File: config.mk
export PLATFORM = sky130hd
export DESIGN_NAME = isp_command_frame_encoder
export DESIGN_NICKNAME = d
export VERILOG_FILES = /design/src/rtl/isp_cfe_pkg.sv /design/src/rtl/isp_command_frame_encoder.sv
export SDC_FILE = /design/constraint.sdc
export NUM_CORES = 1
export LEC_CHECK = 0
export ABC_CLOCK_PERIOD_IN_PS = 3600
export BUFFER_PORTS_ARGS = -buffer_cell sky130_fd_sc_hd__buf_2
export CAP_MARGIN = 5
export CELL_PAD_IN_SITES_DETAIL_PLACEMENT = 0
export CELL_PAD_IN_SITES_GLOBAL_PLACEMENT = 2
export CORE_MARGIN = 2
export CORE_UTILIZATION = 40
export DETAILED_ROUTE_END_ITERATION = 8
export PLACE_DENSITY = 0.92
export REMOVE_ABC_BUFFERS = 1
export SLEW_MARGIN = 0
export SYNTH_ARGS = -nofsm -noshare
export SYNTH_HDL_FRONTEND = slang
export SYNTH_SLANG_ARGS = --single-unit
File: constraint.sdc
create_clock -name clk -period 3.6 [get_ports clk]
set_input_delay 0.18 -clock clk [delete_from_list [all_inputs] [get_ports clk]]
set_output_delay 0.18 -clock clk [all_outputs]
set_load 0.05 [all_outputs]
File: src/rtl/isp_cfe_pkg.sv
`default_nettype none

package isp_cfe_pkg;

  // request codes
  localparam logic [2:0] CMD_READ_FLASH   = 3'd0;
  localparam logic [2:0] CMD_WRITE_FLASH  = 3'd1;
  localparam logic [2:0] CMD_COMMIT_PAGE  = 3'd2;
  localparam logic [2:0] CMD_READ_EEPROM  = 3'd3;
  localparam logic [2:0] CMD_WRITE_EEPROM = 3'd4;

  // instruction opcodes
  localparam logic [7:0] OP_LOAD_EXT   = 8'h4D;
  localparam logic [7:0] OP_READ_PROG  = 8'h20;
  localparam logic [7:0] OP_WRITE_PROG = 8'h40;
  localparam logic [7:0] OP_COMMIT     = 8'h4C;
  localparam logic [7:0] OP_READ_EE    = 8'hA0;
  localparam logic [7:0] OP_WRITE_EE   = 8'hC0;
  localparam logic [7:0] EXT_RESET     = 8'hFF;

  localparam int unsigned FRAME_BYTES = 8;
  localparam int unsigned IDX_W       = $clog2(FRAME_BYTES);

  typedef struct packed {
    logic [2:0]  command;
    logic [24:0] address;
    logic [7:0]  data_byte;
  } req_word_t;

  typedef struct packed {
    logic [7:0] spi_byte;
    logic       frame_last;
  } spi_word_t;

endpackage

`default_nettype wire

File: src/rtl/isp_command_frame_encoder.sv
`default_nettype none

// Serial programming instruction encoder. Each accepted request word is
// expanded into its 4-byte instruction, preceded by a 4-byte load-extended-
// address frame when a flash request's address bits 24..17 differ from the
// cached value (reset value 0xFF). Bytes leave one per cycle, while out_ready
// does not stall them, through a registered output, frame_last marking the
// final byte of a request; unused command codes are accepted and produce
// nothing. A request occupies the frame buffer until each of its bytes has
// been emitted; the next request is taken in the cycle the buffer hands over
// its last byte, so 4- and 8-byte requests stream without gaps.
module isp_command_frame_encoder
  import isp_cfe_pkg::*;
(
  input  wire logic      clk,
  input  wire logic      rst_n,
  input  wire logic      in_valid,
  output logic           in_ready,
  input  wire req_word_t in_word,
  output logic           out_valid,
  input  wire logic      out_ready,
  output spi_word_t      out_word
);

  logic [7:0]       ext_cache_r, ext_cache_nxt;
  logic             buf_vld_r, buf_vld_nxt;
  logic [IDX_W-1:0] buf_idx_r, buf_idx_nxt;
  logic [7:0]       buf_bytes_r [FRAME_BYTES];
  logic [7:0]       frame [FRAME_BYTES];
  logic             out_vld_r, out_vld_nxt;
  spi_word_t        out_word_r, out_word_nxt;

  logic       in_acc, move, buf_done;
  logic       is_flash, is_valid_cmd, need_ext;
  logic [7:0] ext_hi, op_byte, addr_hi, addr_lo, last_byte;

  assign move     = buf_vld_r && (!out_vld_r || out_ready);
  assign buf_done = move && (buf_idx_r == IDX_W'(FRAME_BYTES - 1));
  assign in_ready = !buf_vld_r || buf_done;
  assign in_acc   = in_valid && in_ready;

  // encode the incoming request
  always_comb begin
    is_valid_cmd = (in_word.command <= CMD_WRITE_EEPROM);
    is_flash     = (in_word.command <= CMD_COMMIT_PAGE);
    ext_hi       = in_word.address[24:17];
    need_ext     = is_flash && (ext_hi != ext_cache_r);
    op_byte      = OP_COMMIT;
    addr_hi      = in_word.address[16:9];
    addr_lo      = in_word.address[8:1];
    last_byte    = 8'h00;
    unique case (in_word.command)
      CMD_READ_FLASH:   op_byte = OP_READ_PROG | {4'b0, in_word.address[0], 3'b0};
      CMD_WRITE_FLASH: begin
        op_byte   = OP_WRITE_PROG | {4'b0, in_word.address[0], 3'b0};
        last_byte = in_word.data_byte;
      end
      CMD_COMMIT_PAGE:  op_byte = OP_COMMIT;
      CMD_READ_EEPROM: begin
        op_byte = OP_READ_EE;
        addr_hi = in_word.address[15:8];
        addr_lo = in_word.address[7:0];
      end
      CMD_WRITE_EEPROM: begin
        op_byte   = OP_WRITE_EE;
        addr_hi   = in_word.address[15:8];
        addr_lo   = in_word.address[7:0];
        last_byte = in_word.data_byte;
      end
      default: op_byte = OP_COMMIT;
    endcase
    frame[0] = OP_LOAD_EXT;
    frame[1] = 8'h00;
    frame[2] = ext_hi;
    frame[3] = 8'h00;
    frame[4] = op_byte;
    frame[5] = addr_hi;
    frame[6] = addr_lo;
    frame[7] = last_byte;
  end

  always_comb begin
    ext_cache_nxt = ext_cache_r;
    buf_vld_nxt   = buf_vld_r;
    buf_idx_nxt   = buf_idx_r;
    out_vld_nxt   = out_vld_r;
    out_word_nxt  = out_word_r;

    if (out_vld_r && out_ready) begin
      out_vld_nxt = 1'b0;
    end
    if (move) begin
      out_vld_nxt             = 1'b1;
      out_word_nxt.spi_byte   = buf_bytes_r[buf_idx_r];
      out_word_nxt.frame_last = (buf_idx_r == IDX_W'(FRAME_BYTES - 1));
      buf_idx_nxt             = buf_idx_r + 1'b1;
      if (buf_done) begin
        buf_vld_nxt = 1'b0;
      end
    end
    if (in_acc && is_valid_cmd) begin
      buf_vld_nxt = 1'b1;
      // skip the extended-address frame when the cache already matches
      buf_idx_nxt = need_ext ? IDX_W'(0) : IDX_W'(FRAME_BYTES / 2);
      if (is_flash) begin
        ext_cache_nxt = ext_hi;
      end
    end
  end

  always_ff @(posedge clk) begin
    if (!rst_n) begin
      ext_cache_r <= EXT_RESET;
      buf_vld_r   <= 1'b0;
      buf_idx_r   <= '0;
      out_vld_r   <= 1'b0;
    end else begin
      ext_cache_r <= ext_cache_nxt;
      buf_vld_r   <= buf_vld_nxt;
      buf_idx_r   <= buf_idx_nxt;
      out_vld_r   <= out_vld_nxt;
    end
  end

  always_ff @(posedge clk) begin
    out_word_r <= out_word_nxt;
    if (in_acc) begin
      buf_bytes_r <= frame;
    end
  end

  assign out_valid = out_vld_r;
  assign out_word  = out_word_r;

  // a flash request leaves its extended address in the cache
  a_cache_follows: assert property (@(posedge clk) disable iff (!rst_n)
    (in_valid && in_ready && in_word.command <= CMD_COMMIT_PAGE)
      |=> ext_cache_r == $past(in_word.address[24:17]))
    else $error("extended address cache not updated");

  // no new request while the current frame still has bytes beyond this one
  a_no_overrun: assert property (@(posedge clk) disable iff (!rst_n)
    (buf_vld_r && buf_idx_r != IDX_W'(FRAME_BYTES - 1)) |-> !in_ready)
    else $error("request accepted while frame in progress");

  // a byte moved out of the final buffer slot is flagged frame_last
  a_last_from_end: assert property (@(posedge clk) disable iff (!rst_n)
    (move && buf_idx_r == IDX_W'(FRAME_BYTES - 1)) |=> out_valid && out_word.frame_last)
    else $error("final byte not flagged");

  a_reset_quiet: assert property (@(posedge clk)
    !rst_n |=> !out_valid && in_ready)
    else $error("outputs active after reset");

endmodule

`default_nettype wire
* Word-level counts from Yosys, hierarchy flattened *
Index checks and enable logic that the tools add are counted.

operators by class
  $add $sub $neg = 1
  order comparisons = 3
  equal/unequal tests = 5
  mux-type cells = 14
  bitwise logic cells = 1
  reduce and logical (&&, ||, !) cells = 18

operator list
  cell                   count
  $mux W8                4
  $pmux W8 S4            1
  $bmux W8 S3            1
  $mux W3                3
  $ne A8 B8 Y1           1
  $eq A3 B3 Y1 const B   2
  $logic_and A1 B1 Y1    6
  $reduce_bool A2 Y1     3
  $mux W1                5
  $ge A4 B4 Y1 const B   1
  $not A3 Y4             1
  $reduce_and A2 Y1      2
  $reduce_or A2 Y1       2
  $add A3 B1 Y3 const B  1
  $eq A3 B1 Y1 const B   1
  $eq A3 B2 Y1 const B   1
  $le A3 B2 Y1 const B   1
  $le A3 B3 Y1 const B   1
  $logic_not A3 Y1       1
  $logic_not A1 Y1       2
  $logic_or A1 B1 Y1     2

word-level totals
  bits in registers = 62
  input port bits = 40
  output and inout bits = 11
  logic and storage cells = 53

* Logic depth before layout (Yosys ltp) *
Gate-level depths: netlist of the first run.

  word-level depth = 9
  gate-level depth with buffers = 8
  mapped depth without buffers = 7

* Least setup slack after synthesis of the first run *
OpenSTA, ideal clock, no wires.

  path kind = register to register
  from = register buf_idx_r[0]
  to = register buf_idx_r[2]
  setup time = 117 ps
  arrival = 1666 ps
  required time = 3483 ps
  slack = 1816 ps
  stages on the path, launching flop included = 9
  path buffers = 1
  period minus slack after synthesis = 1784 ps
  cells stage by stage = dfxtp_1 -> ha_1 -> ha_1 -> and2_4 -> a21oi_4 -> inv_2 -> buf_4 -> nand2_1 -> a32o_1

between the ends
  word-level cells in the longest chain between the ends = 6
  elaborated cells on any way between the ends = 9
  those cells by class = 1 x add/sub; 1 x eq/ne; 2 x mux; 5 x reduce/logical

RTL lines
  what                                                  line                              source
  from (decl)                                           isp_command_frame_encoder.sv:27   logic [IDX_W-1:0] buf_idx_r, buf_idx_nxt;
  from (signal assigned)                                isp_command_frame_encoder.sv:120  buf_idx_r <= buf_idx_nxt;
  $eq A3 B3 Y1 *                                        isp_command_frame_encoder.sv:38   assign buf_done = move && (buf_idx_r == IDX_W'(FRAME_BYTES - 1));
  $logic_and A1 B1 Y1 *                                 isp_command_frame_encoder.sv:38
  $logic_or A1 B1 Y1 *                                  isp_command_frame_encoder.sv:39   assign in_ready = !buf_vld_r || buf_done;
  $logic_and A1 B1 Y1 *                                 isp_command_frame_encoder.sv:40   assign in_acc = in_valid && in_ready;
  via in_acc                                            isp_command_frame_encoder.sv:33   logic in_acc, move, buf_done;
  $logic_and A1 B1 Y1 *                                 isp_command_frame_encoder.sv:101  if (in_acc && is_valid_cmd) begin
  $mux W3 / $reduce_bool A2 Y1 (equally long branches)  -

Mark *: on every way through the listed nets, which the timed path passes. The rest lies on a longest branch. The select of a mux whose other input is x is not followed.
A chain may end at the register's enable or synchronous reset.

* Worst setup path after layout of the first run *
  from = register buf_idx_r[2]
  to = register buf_bytes_r[31] in the netlist's numbering (enable)

between the ends
  word-level cells in the longest chain between the ends = 4

RTL lines
  what                  line                              source
  $eq A3 B3 Y1          isp_command_frame_encoder.sv:38
  $logic_and A1 B1 Y1   isp_command_frame_encoder.sv:38
  $logic_or A1 B1 Y1    isp_command_frame_encoder.sv:39
  $logic_and A1 B1 Y1   isp_command_frame_encoder.sv:40
  to (signal assigned)  isp_command_frame_encoder.sv:128  buf_bytes_r <= frame;
  to (decl)             isp_command_frame_encoder.sv:28   logic [7:0] buf_bytes_r [FRAME_BYTES];

Every way passes these cells.

==> key figures, run 1 <==
CTS
  • Clock buffer depth: 2
  • Worst-skew pair later-pin latency: 0.33 ns
  • CTS tree: built
  • Hold Buf Count CTS: 0
  • Num CTS Buffers: 9
  • Clock Tree Root: clkbuf_8
  • Postcts setup bufs: 0
  • Clk sinks: 59
  • Clk slew on worst S/H paths: 0.07 ns
  • H-tree depth: 3
  • Post-CTS Resized: 0

Min path
  • Hold Crit Class: in2reg

Detailed routing
  • Via-to-Cell Ratio: 4.74
  • Routed len/inst: 13.8 µm
  • Post-Route WL: 5060 µm
  • Post-route ant nets: 0
  • Drt initial violations: 110
  • Drt first pass iters: 4
  • DR vias: 1,741
  • DRC Markers: 0

Power
  • Total power: 1.59 mW
  • Static Leakage: 1.27 nW
  • PwrDens: 483 nW/µm²
  • Maximum vdd ir drop: 192 µV

Yosys
  • Yosys warns: 0
  • Sequential element share of the synthesized area: 58.7%
  • Post-Syn Area: 2800 µm²
  • Synth cell types: 41
  • Syn Area/Cell: 13.1 µm²
  • Cell count after synthesis: 214
  • Seq cells post-synth: 59

Floorplanning
  • Core area: 6790 µm²
  • Row count: 30
  • Die area: 7680 µm²
  • Die Ht: 87.6 µm
  • Starting density of the core: 41.2%
  • Die width: 87.6 µm
  • IO Count: 51

Timing
  • RSZ-0062 raised after global routing: false
  • Min cycle time layout: 2.33 ns
  • Clk_skew: 0.00494 ns
  • Period utilisation layout: 64.7%
  • Final setup fails: 0
  • Final worst setup slack: 1.27 ns
  • Final hold violation count: 0
  • Pin slew with the least headroom to its limit: 0.645 ns
  • Total negative slack: 0 ns
  • Max Freq: 0.430 GHz
  • Worst rel slew slack: 56.9%
  • Count of final max-slew check failures: 0

Final layout
  • Antenna cells: 0
  • Fin util: 48.4%
  • # nets final: 308
  • Share of cells above drive strength 1: 36.9%
  • P&R area growth vs syn: 17.5%

Placed design
  • Port bufs: 50
  • Pre-CTS WS: 1.25 ns
  • Gpl congestion: 0.721
  • Post-DP HPWL: 3690 µm

Global route
  • Initial antenna violation count: 0
  • Global-route wire length before repair: 7920 µm
  • Largest net degree at the start of global routing: 33
  • Total gr overflow: 0
  • Vias in the first global route: 1,620
  • Total GRT Usage: 14.2%

Worst setup path
  • Worst Path Buf+Inv: 2
  • CP Launch Type: register
  • Crit path max-delay cell type: dfxtp_1
  • Worst setup EP type: register
  • Crit Path Max Fanout: 32
  • Largest stage delay on the critical path: 0.68 ns
  • Required time worst endpoint: 3.62 ns
  • Critical path class: reg2reg
  • CP delay by family, top: buffers and inverters
  • Worst path cell trace: ha_1, and2_4, a21oi_4, inv_2, buf_4
  • WP data arrival: 2.35 ns

Run
  • Max cap viols: 0

Status
  • Status: finished clean
[state kept, by name, summed over array words and instances (netlist names)]
signal	flops
out_word	9
out_valid	1
buf_vld_r	1
buf_bytes_r	37
ext_cache_r	8
buf_idx_r	3
[final timing paths]
check                              startpoint                           to  slack [ns]  depth (start not counted)
setup / recovery    buf_idx_r[2]$_SDFFE_PN0P_    buf_bytes_r[31]$_DFFE_PP_        1.27                          5
setup reg to reg    buf_idx_r[2]$_SDFFE_PN0P_    buf_bytes_r[31]$_DFFE_PP_        1.27                          5
hold / removal                    in_word[26]    buf_bytes_r[41]$_DFFE_PP_        0.07                          1
hold reg to reg   ext_cache_r[4]$_SDFFE_PN1P_  ext_cache_r[4]$_SDFFE_PN1P_        0.50                          2
[synthesized netlist by cell type, drive strengths merged]
library cell,number,share of area [%]
a21boi,4,1.1
a21oi,7,2.2
a22o,1,0.31
a22oi,2,0.54
a32o,2,0.72
and2,9,2.1
and3,3,0.67
buf,11,3.0
clkbuf,1,0.13
dfxtp,13,9.3
edfxtp,46,49
ha,2,0.89
inv,6,0.80
mux2,20,9.3
mux2i,1,0.36
mux4,3,2.4
nand2,14,2.0
nand2b,7,1.8
nand3,16,2.9
nand3b,1,0.27
nand4,2,0.45
nor2,10,1.5
nor2b,5,1.2
nor4,2,0.45
o211ai,1,0.27
o21ai,12,2.1
o31ai,3,0.80
xnor2,10,3.1
[routing by layer]
metal	part of all wire, %	GRT usage (%)
met3	5.0	4.43
met1	46	18.3
met5	0	0
met2	47	21.6
met4	2.1	7.13
[placed cells by master (no fill, tap or decap), types with 3 or more instances in the layout]
| master | Yosys | routed |
|---|---|---|
| clkbuf_8 | 0 | 9 |
| nand2b_1 | 6 | 6 |
| nor2_1 | 8 | 8 |
| a21oi_1 | 4 | 4 |
| inv_1 | 5 | 5 |
| o31ai_1 | 3 | 3 |
| buf_2 | 5 | 50 |
| o21ai_0 | 12 | 12 |
| and2_1 | 8 | 8 |
| edfxtp_1 | 46 | 46 |
| mux2_4 | 9 | 9 |
| clkinv_2 | 0 | 3 |
| buf_4 | 3 | 3 |
| mux4_2 | 3 | 3 |
| a21boi_0 | 4 | 4 |
| mux2_2 | 11 | 11 |
| nand2_1 | 13 | 13 |
| nand3_1 | 16 | 16 |
| dfxtp_1 | 13 | 13 |
| and3_1 | 3 | 3 |
| xnor2_1 | 10 | 10 |
| nor2b_1 | 4 | 4 |
[cell families after synthesis]
logic type | count (synthesis) | share of synthesized area [%]
and+or+nand+nor | 69 | 13.3
DFF | 59 | 58.7
AOI/OAI and AO/OA | 32 | 8.05
muxes | 24 | 12.0
buffers and inverters | 18 | 3.89
xor gates and xnor gates | 10 | 3.13
adders and majority gates | 2 | 0.894
[cell type report]
type	instances	area [µm²]
clock buffers	10	128
flip-flops and latches	59	1640
well taps	96	120
repair buffers	53	273
clock inverters	6	56.3
multi-input cells	137	1050
inverters	6	22.5
fillers	613	3510
[worst reg2reg max path, delay by kind of cell (launching register included)]
| family | cells | cell delay, ns |
|---|---|---|
| buf+inv | 2 | 0.81 |
| flops | 1 | 0.68 |
| fa+ha+maj | 1 | 0.28 |
| simple gates | 1 | 0.16 |
| compound gates | 1 | 0.09 |
[power by group]
group	leakage (nW)	switching, mW	internal, mW	total [mW]
logic	0.631	0.121	0.0899	0.211
clock network	0.0935	0.249	0.313	0.562
registers	0.550	0.0209	0.794	0.815
total	1.27	0.391	1.20	1.59
[metrics by stage]
stage | instances | hold WS (ns) | cell area (µm²)
floorplan | 202 | 0.252 | 2710
global route | 367 | 0.0598 | 3290
global placement | 351 | 0.400 | 3100
finish | 367 | 0.0681 | 3290
detailed placement | 351 | 0.403 | 3100
CTS | 367 | 0.0498 | 3290
Note: power is estimated with default switching activity, not from simulation.
==> run 2, diff against run 1 <==
--- a/config.mk
+++ b/config.mk
@@ -5,15 +5,15 @@
 export SDC_FILE = /design/constraint.sdc
 export NUM_CORES = 1
 export LEC_CHECK = 0
-export ABC_CLOCK_PERIOD_IN_PS = 3600
+export ABC_CLOCK_PERIOD_IN_PS = 2100
 export BUFFER_PORTS_ARGS = -buffer_cell sky130_fd_sc_hd__buf_2
 export CAP_MARGIN = 5
 export CELL_PAD_IN_SITES_DETAIL_PLACEMENT = 0
 export CELL_PAD_IN_SITES_GLOBAL_PLACEMENT = 2
 export CORE_MARGIN = 2
-export CORE_UTILIZATION = 40
+export CORE_UTILIZATION = 34
 export DETAILED_ROUTE_END_ITERATION = 8
-export PLACE_DENSITY = 0.92
+export PLACE_DENSITY = 0.84
 export REMOVE_ABC_BUFFERS = 1
 export SLEW_MARGIN = 0
 export SYNTH_ARGS = -nofsm -noshare
==> constraint.sdc (replaced) <==
create_clock -name clk -period 2.1 [get_ports clk]
set_input_delay 0.105 -clock clk [delete_from_list [all_inputs] [get_ports clk]]
set_output_delay 0.105 -clock clk [all_outputs]
set_load 0.05 [all_outputs]
==> key figures, run 2 (synthesis gave the netlist of run 1 again) <==
Placed design
  • Post-DP HPWL: 3930 µm (+6.6%)
  • Pre-CTS WS: 0.209 ns (-1.04 ns)
  • Placed insts: 365 (+4.0%)
  • Gpl congestion: 0.741 (+2.8%)
  • Port bufs: 50 (unchanged)

Global route
  • Vias in the first global route: 1,755 (+8.3%)
  • Global-route wire length before repair: 8760 µm (+11%)
  • Initial antenna violation count: 0 (unchanged)
  • Total gr overflow: 0 (unchanged)
  • Largest net degree at the start of global routing: 21 (-36%)
  • Total GRT Usage: 13.2% (-0.99 points)

Final layout
  • Biggest register: buf_bytes_r
  • Fin cells: 385 (+4.9%)
  • Layout fillers: 825 (+35%)
  • P&R area growth vs syn: 19.8%
  • Max reg flops: 37 (unchanged)
  • Most frequent cells in the layout: buf_2 (50), edfxtp_1 (46), nand3_1 (16)
  • Most common cell after layout, fill and taps aside: buf_2
  • Share of cells above drive strength 1: 36.4% (-0.47 points)
  • # nets final: 318 (+3.2%)
  • Antenna cells: 0 (unchanged)

CTS
  • Clk slew on worst S/H paths: 0.06 ns (about the same)
  • H-tree depth: 3 (unchanged)
  • Clock Tree Root: clkbuf_8
  • CTS tree: built
  • Clk sinks: 59 (unchanged)
  • Clock buffer depth: 2 (unchanged)
  • Worst-skew pair later-pin latency: 0.32 ns (about the same)
  • Postcts setup bufs: 0 (unchanged)
  • Num CTS Buffers: 9 (unchanged)

Detailed routing
  • Routed len/inst: 14.0 µm (+1.5%)
  • Post-route ant nets: 0 (unchanged)
  • Drt first pass iters: 4 (unchanged)
  • DRC Markers: 0 (unchanged)
  • Drt initial violations: 118 (+7.3%)
  • DR vias: 1,826 (+4.9%)
  • Via-to-Cell Ratio: 4.74 (about the same)
  • Post-Route WL: 5390 µm (+6.4%)

Worst setup path
  • CP Launch Type: register
  • Worst setup EP type: register
  • R2R depth: 7 (+2)
  • WP data arrival: 2.10 ns (-0.25 ns)
  • Critical path class: reg2reg
  • Required time worst endpoint: 2.32 ns (-1.30 ns)
  • R2r startpoint: buf_idx_r[0]$_SDFFE_PN0P_
  • Crit Path Max Fanout: 14 (-56%)
  • Critical Path Start: buf_idx_r[0]$_SDFFE_PN0P_

Timing
  • Final worst setup slack: 0.213 ns (-1.06 ns)
  • Period utilisation layout: 89.8% (+25 points)
  • Fin Hold WS: 0.0267 ns (-0.0413 ns)
  • Max Freq: 0.530 GHz (+23%)
  • Worst rel slew slack: 72.1% (+15 points)
  • RSZ-0062 raised after global routing: false
  • Final hold violation count: 0 (unchanged)
  • Final setup fails: 0 (unchanged)
  • Count of final max-slew check failures: 0 (unchanged)
  • Clk_skew: 0.00579 ns (+0.000845 ns)
  • Pin slew with the least headroom to its limit: 0.414 ns (-0.230 ns)
  • Min cycle time layout: 1.89 ns (-0.441 ns)

Power
  • Maximum vdd ir drop: 357 µV (+85%)
  • Static Leakage: 1.30 nW (+2.4%)
  • Total power: 2.58 mW (+63%)
  • PwrDens: 771 nW/µm² (+60%)

Status
  • Status: finished clean

Floorplanning
  • Row count: 33 (+10%)
  • Core area: 8090 µm² (+19%)
  • Die Ht: 94.7 µm (+8.1%)
  • IO Count: 51 (unchanged)
  • Die area: 8970 µm² (+17%)
  • Starting density of the core: 34.6% (-6.6 points)
  • Die width: 94.7 µm (+8.1%)

Min path
  • Hold path cells: 1 (unchanged)
  • Hold Crit Class: in2reg
  • Min-delay src: in_word[32]

Run
  • Max cap viols: 0 (unchanged)
run 2: cell count changes in the layout (fill, tap and decap cells not counted):
cell	change
dlygate4sd3_1	+5
clkinv_1	+2
buf_4	+5
clkinv_2	-1
clkinvlp_4	-1
bufinv_16	-1
run 2: layout make-up:
| cell class | instances | area [µm²] | share of cell area (%) |
|---|---|---|---|
| clock buffers | 10 | 128 | 3.81 |
| clock inverters | 5 | 21.3 | 0.635 |
| inverters | 6 | 22.5 | 0.672 |
| multi-input cells | 137 | 1050 | 31.2 |
| flip-flops and latches | 59 | 1640 | 49.0 |
| well taps | 105 | 131 | 3.92 |
| repair buffers | 63 | 360 | 10.8 |
run 2: final timing paths:
kind | end | slack, ns
hold reg to reg | ext_cache_r[7]$_SDFFE_PN1P_ | 0.50
setup reg to reg | buf_idx_r[2]$_SDFFE_PN0P_ | 0.21
setup / recovery | buf_idx_r[2]$_SDFFE_PN0P_ | 0.21
hold / removal | buf_bytes_r[47]$_DFFE_PP_ | 0.03
run 2: power breakdown:
group	internal, mW	switching [mW]
Clock	0.404	0.397
Sequential	1.36	0.0275
Combinational	0.169	0.225
Total	1.93	0.650
run 2: metal layers:
metal	track usage, %	part of all wire, %
met2	20.2	48
met1	17.4	47
met4	4.35	1.2
met3	4.71	4.8
met5	0	0
run 2: what timing repair did:
action / 4_1_cts / 5_1_grt
endpoints found under the hold margin: 3 / 2
hold buffers: 3 / 2
endpoints found under the setup margin: 0 / 0
gates resized for setup: 0 / 0
run 2: critical path: stages (launching register included):
cell	delay, ns
dfxtp_1	0.31
ha_1	0.19
ha_1	0.20
and2_4	0.15
a21oi_4	0.26
inv_2	0.18
a32o_1	0.24
a32o_1	0.25
run 2: metrics by stage:
stage	util [%]	cell area, µm²	setup TNS [ns]
2_1_floorplan	-	2710	-3.49
3_3_place_gp	39.0	3150	0
3_5_place_dp	39.0	3150	0
4_1_cts	41.2	3330	0
5_1_grt	41.4	3350	0
6_report	41.4	3350	0
==> run 3, diff against run 2 <==
--- a/config.mk
+++ b/config.mk
@@ -13,7 +13,7 @@
 export CORE_MARGIN = 2
 export CORE_UTILIZATION = 34
 export DETAILED_ROUTE_END_ITERATION = 8
-export PLACE_DENSITY = 0.84
+export PLACE_DENSITY_LB_ADDON = 0.3
 export REMOVE_ABC_BUFFERS = 1
 export SLEW_MARGIN = 0
 export SYNTH_ARGS = -nofsm -noshare
==> key figures, run 3 (synthesis gave the netlist of run 1 again) <==
Status
  • Status: finished clean

Placed design
  • Pre-CTS WS: 0.267 ns (+0.0578 ns)
  • Post-DP HPWL: 4020 µm (+2.1%)
  • Placed insts: 365 (unchanged)
  • Port bufs: 50 (unchanged)
  • Gpl congestion: 0.749 (+1.0%)

Detailed routing
  • Routed len/inst: 14.5 µm (+3.5%)
  • DR vias: 1,834 (+0.44%)
  • Post-route ant nets: 0 (unchanged)
  • Drt first pass iters: 4 (unchanged)
  • Drt initial violations: 51 (-57%)
  • Post-Route WL: 5620 µm (+4.3%)
  • Via-to-Cell Ratio: 4.73 (-0.34%)
  • DRC Markers: 0 (unchanged)

Worst setup path
  • Crit Path Max Fanout: 9 (-5)
  • CP Launch Type: register
  • Required time worst endpoint: 2.33 ns (about the same)
  • Reg2reg setup slack: 0.27 ns (+0.06 ns)
  • WP data arrival: 2.06 ns (-0.04 ns)
  • Critical path class: reg2reg
  • Worst setup EP type: register
  • R2R depth: 7 (unchanged)

Final layout
  • Share of cells above drive strength 1: 36.7% (+0.32 points)
  • Biggest register: buf_bytes_r
  • Max reg flops: 37 (unchanged)
  • Layout fillers: 822 (-0.36%)
  • Most frequent cells in the layout: buf_2 (50), edfxtp_1 (46), nand3_1 (16)
  • # nets final: 320 (+0.63%)
  • Multi-input logic area: 1050 µm² (unchanged)
  • P&R area growth vs syn: 21.7%
  • Fin util: 42.1% (+0.66 points)
  • Fin cells: 388 (+0.78%)
  • Antenna cells: 0 (unchanged)
  • Storage cell area: 1640 µm² (unchanged)
  • Most common cell after layout, fill and taps aside: buf_2

Global route
  • Largest net degree at the start of global routing: 24 (+14%)
  • Grt met3 use: 2.63% (-2.1 points)
  • Total GRT Usage: 13.8% (+0.66 points)
  • GRT met2 Usage: 22.2% (+2.0 points)
  • Initial antenna violation count: 0 (unchanged)
  • Total gr overflow: 0 (unchanged)
  • Most Crowded Layer GR: met2
  • Vias in the first global route: 1,801 (+2.6%)
  • Global-route wire length before repair: 9030 µm (+3.1%)
  • Met1 layer usage reported by global route: 17.6% (+0.19 points)

Timing
  • Period utilisation layout: 87.1% (-2.7 points)
  • Pin slew with the least headroom to its limit: 0.421 ns (+0.00686 ns)
  • Max Freq: 0.547 GHz (+3.1%)
  • Worst rel slew slack: 71.6% (-0.46 points)
  • Clk_skew: 0.00748 ns (+0.00170 ns)
  • Final hold violation count: 0 (unchanged)
  • Final worst setup slack: 0.270 ns (+0.0569 ns)
  • Final setup fails: 0 (unchanged)
  • Fin Hold WS: 0.0223 ns (-0.00448 ns)
  • Min cycle time layout: 1.83 ns (-0.0569 ns)
  • Count of final max-slew check failures: 0 (unchanged)
  • RSZ-0062 raised after global routing: false

Power
  • Maximum vdd ir drop: 258 µV (-28%)
  • Static Leakage: 1.33 nW (+1.6%)
  • PwrDens: 808 nW/µm² (+4.8%)
  • Total power: 2.75 mW (+6.5%)

CTS
  • Post-CTS Resized: 0 (unchanged)
  • Postcts setup bufs: 0 (unchanged)
  • Clk sinks: 59 (unchanged)
  • Clock Tree Root: clkbuf_8
  • Clk slew on worst S/H paths: 0.07 ns (about the same)
  • Clock buffer depth: 2 (unchanged)
  • Num CTS Buffers: 9 (unchanged)
  • H-tree depth: 3 (unchanged)
  • CTS tree: built
  • Worst-skew pair later-pin latency: 0.33 ns (about the same)

Floorplanning
  • Core area: 8090 µm² (unchanged)
  • Row count: 33 (unchanged)
  • Starting density of the core: 34.6% (unchanged)
  • Die width: 94.7 µm (unchanged)
  • Die Ht: 94.7 µm (unchanged)
  • IO Count: 51 (unchanged)
  • Die area: 8970 µm² (unchanged)

Min path
  • Hold path cells: 1 (unchanged)
  • Hold Crit Class: in2reg

Run
  • Max cap viols: 0 (unchanged)
run 3: path summary, 6_finish.rpt:
kind | startpoint | endpoint
setup reg to reg | buf_idx_r[0]$_SDFFE_PN0P_ | buf_idx_r[2]$_SDFFE_PN0P_
hold / removal | in_word[32] | buf_bytes_r[47]$_DFFE_PP_
hold reg to reg | ext_cache_r[2]$_SDFFE_PN1P_ | ext_cache_r[2]$_SDFFE_PN1P_
setup / recovery | buf_idx_r[0]$_SDFFE_PN0P_ | buf_idx_r[2]$_SDFFE_PN0P_
run 3: cell type report:
type	count	area share [%]
Multi-Input combinational cell	137	30.7
Tap cell	105	3.86
Sequential cell	59	48.2
Clock buffer	9	3.64
Clock inverter	7	1.73
Timing Repair Buffer	65	11.2
Inverter	6	0.661
run 3: power by group:
group          leakage, nW  switching (mW)  internal (mW)  total (mW)
Combinational        0.685           0.223          0.172       0.395
Clock               0.0915           0.438          0.531       0.968
Sequential           0.550          0.0279           1.36        1.39
Total                 1.33           0.689           2.06        2.75
run 3: worst max-delay path, cell delays in order, from the launching register on:
cell and delay (ns):
dfxtp_1 0.31, ha_1 0.20, ha_1 0.21, and2_4 0.15, a21oi_4 0.26, inv_2 0.13, a32o_1 0.22, a32o_1 0.24
run 3: metrics by stage:
| stage | TNS, ns | cell area (µm²) |
|---|---|---|
| floorplan | -3.49 | 2710 |
| global placement | 0 | 3150 |
| detailed placement | 0 | 3150 |
| CTS | 0 | 3410 |
| global route | 0 | 3410 |
| finish | 0 | 3410 |
run 3: repair_timing:
action                     CTS  global route
setup endpoints to repair    0             0
hold buffers                 7             0
hold endpoints to repair     7             0
run 3: routing by layer:
layer  share of wire (%)  wire [µm]  vias up
li1                    -          -      912
met1                  44       2470      879
met2                  51       2860       35
met3                 3.2        180        8
met4                 1.9        108        0
met5                   0          0        -
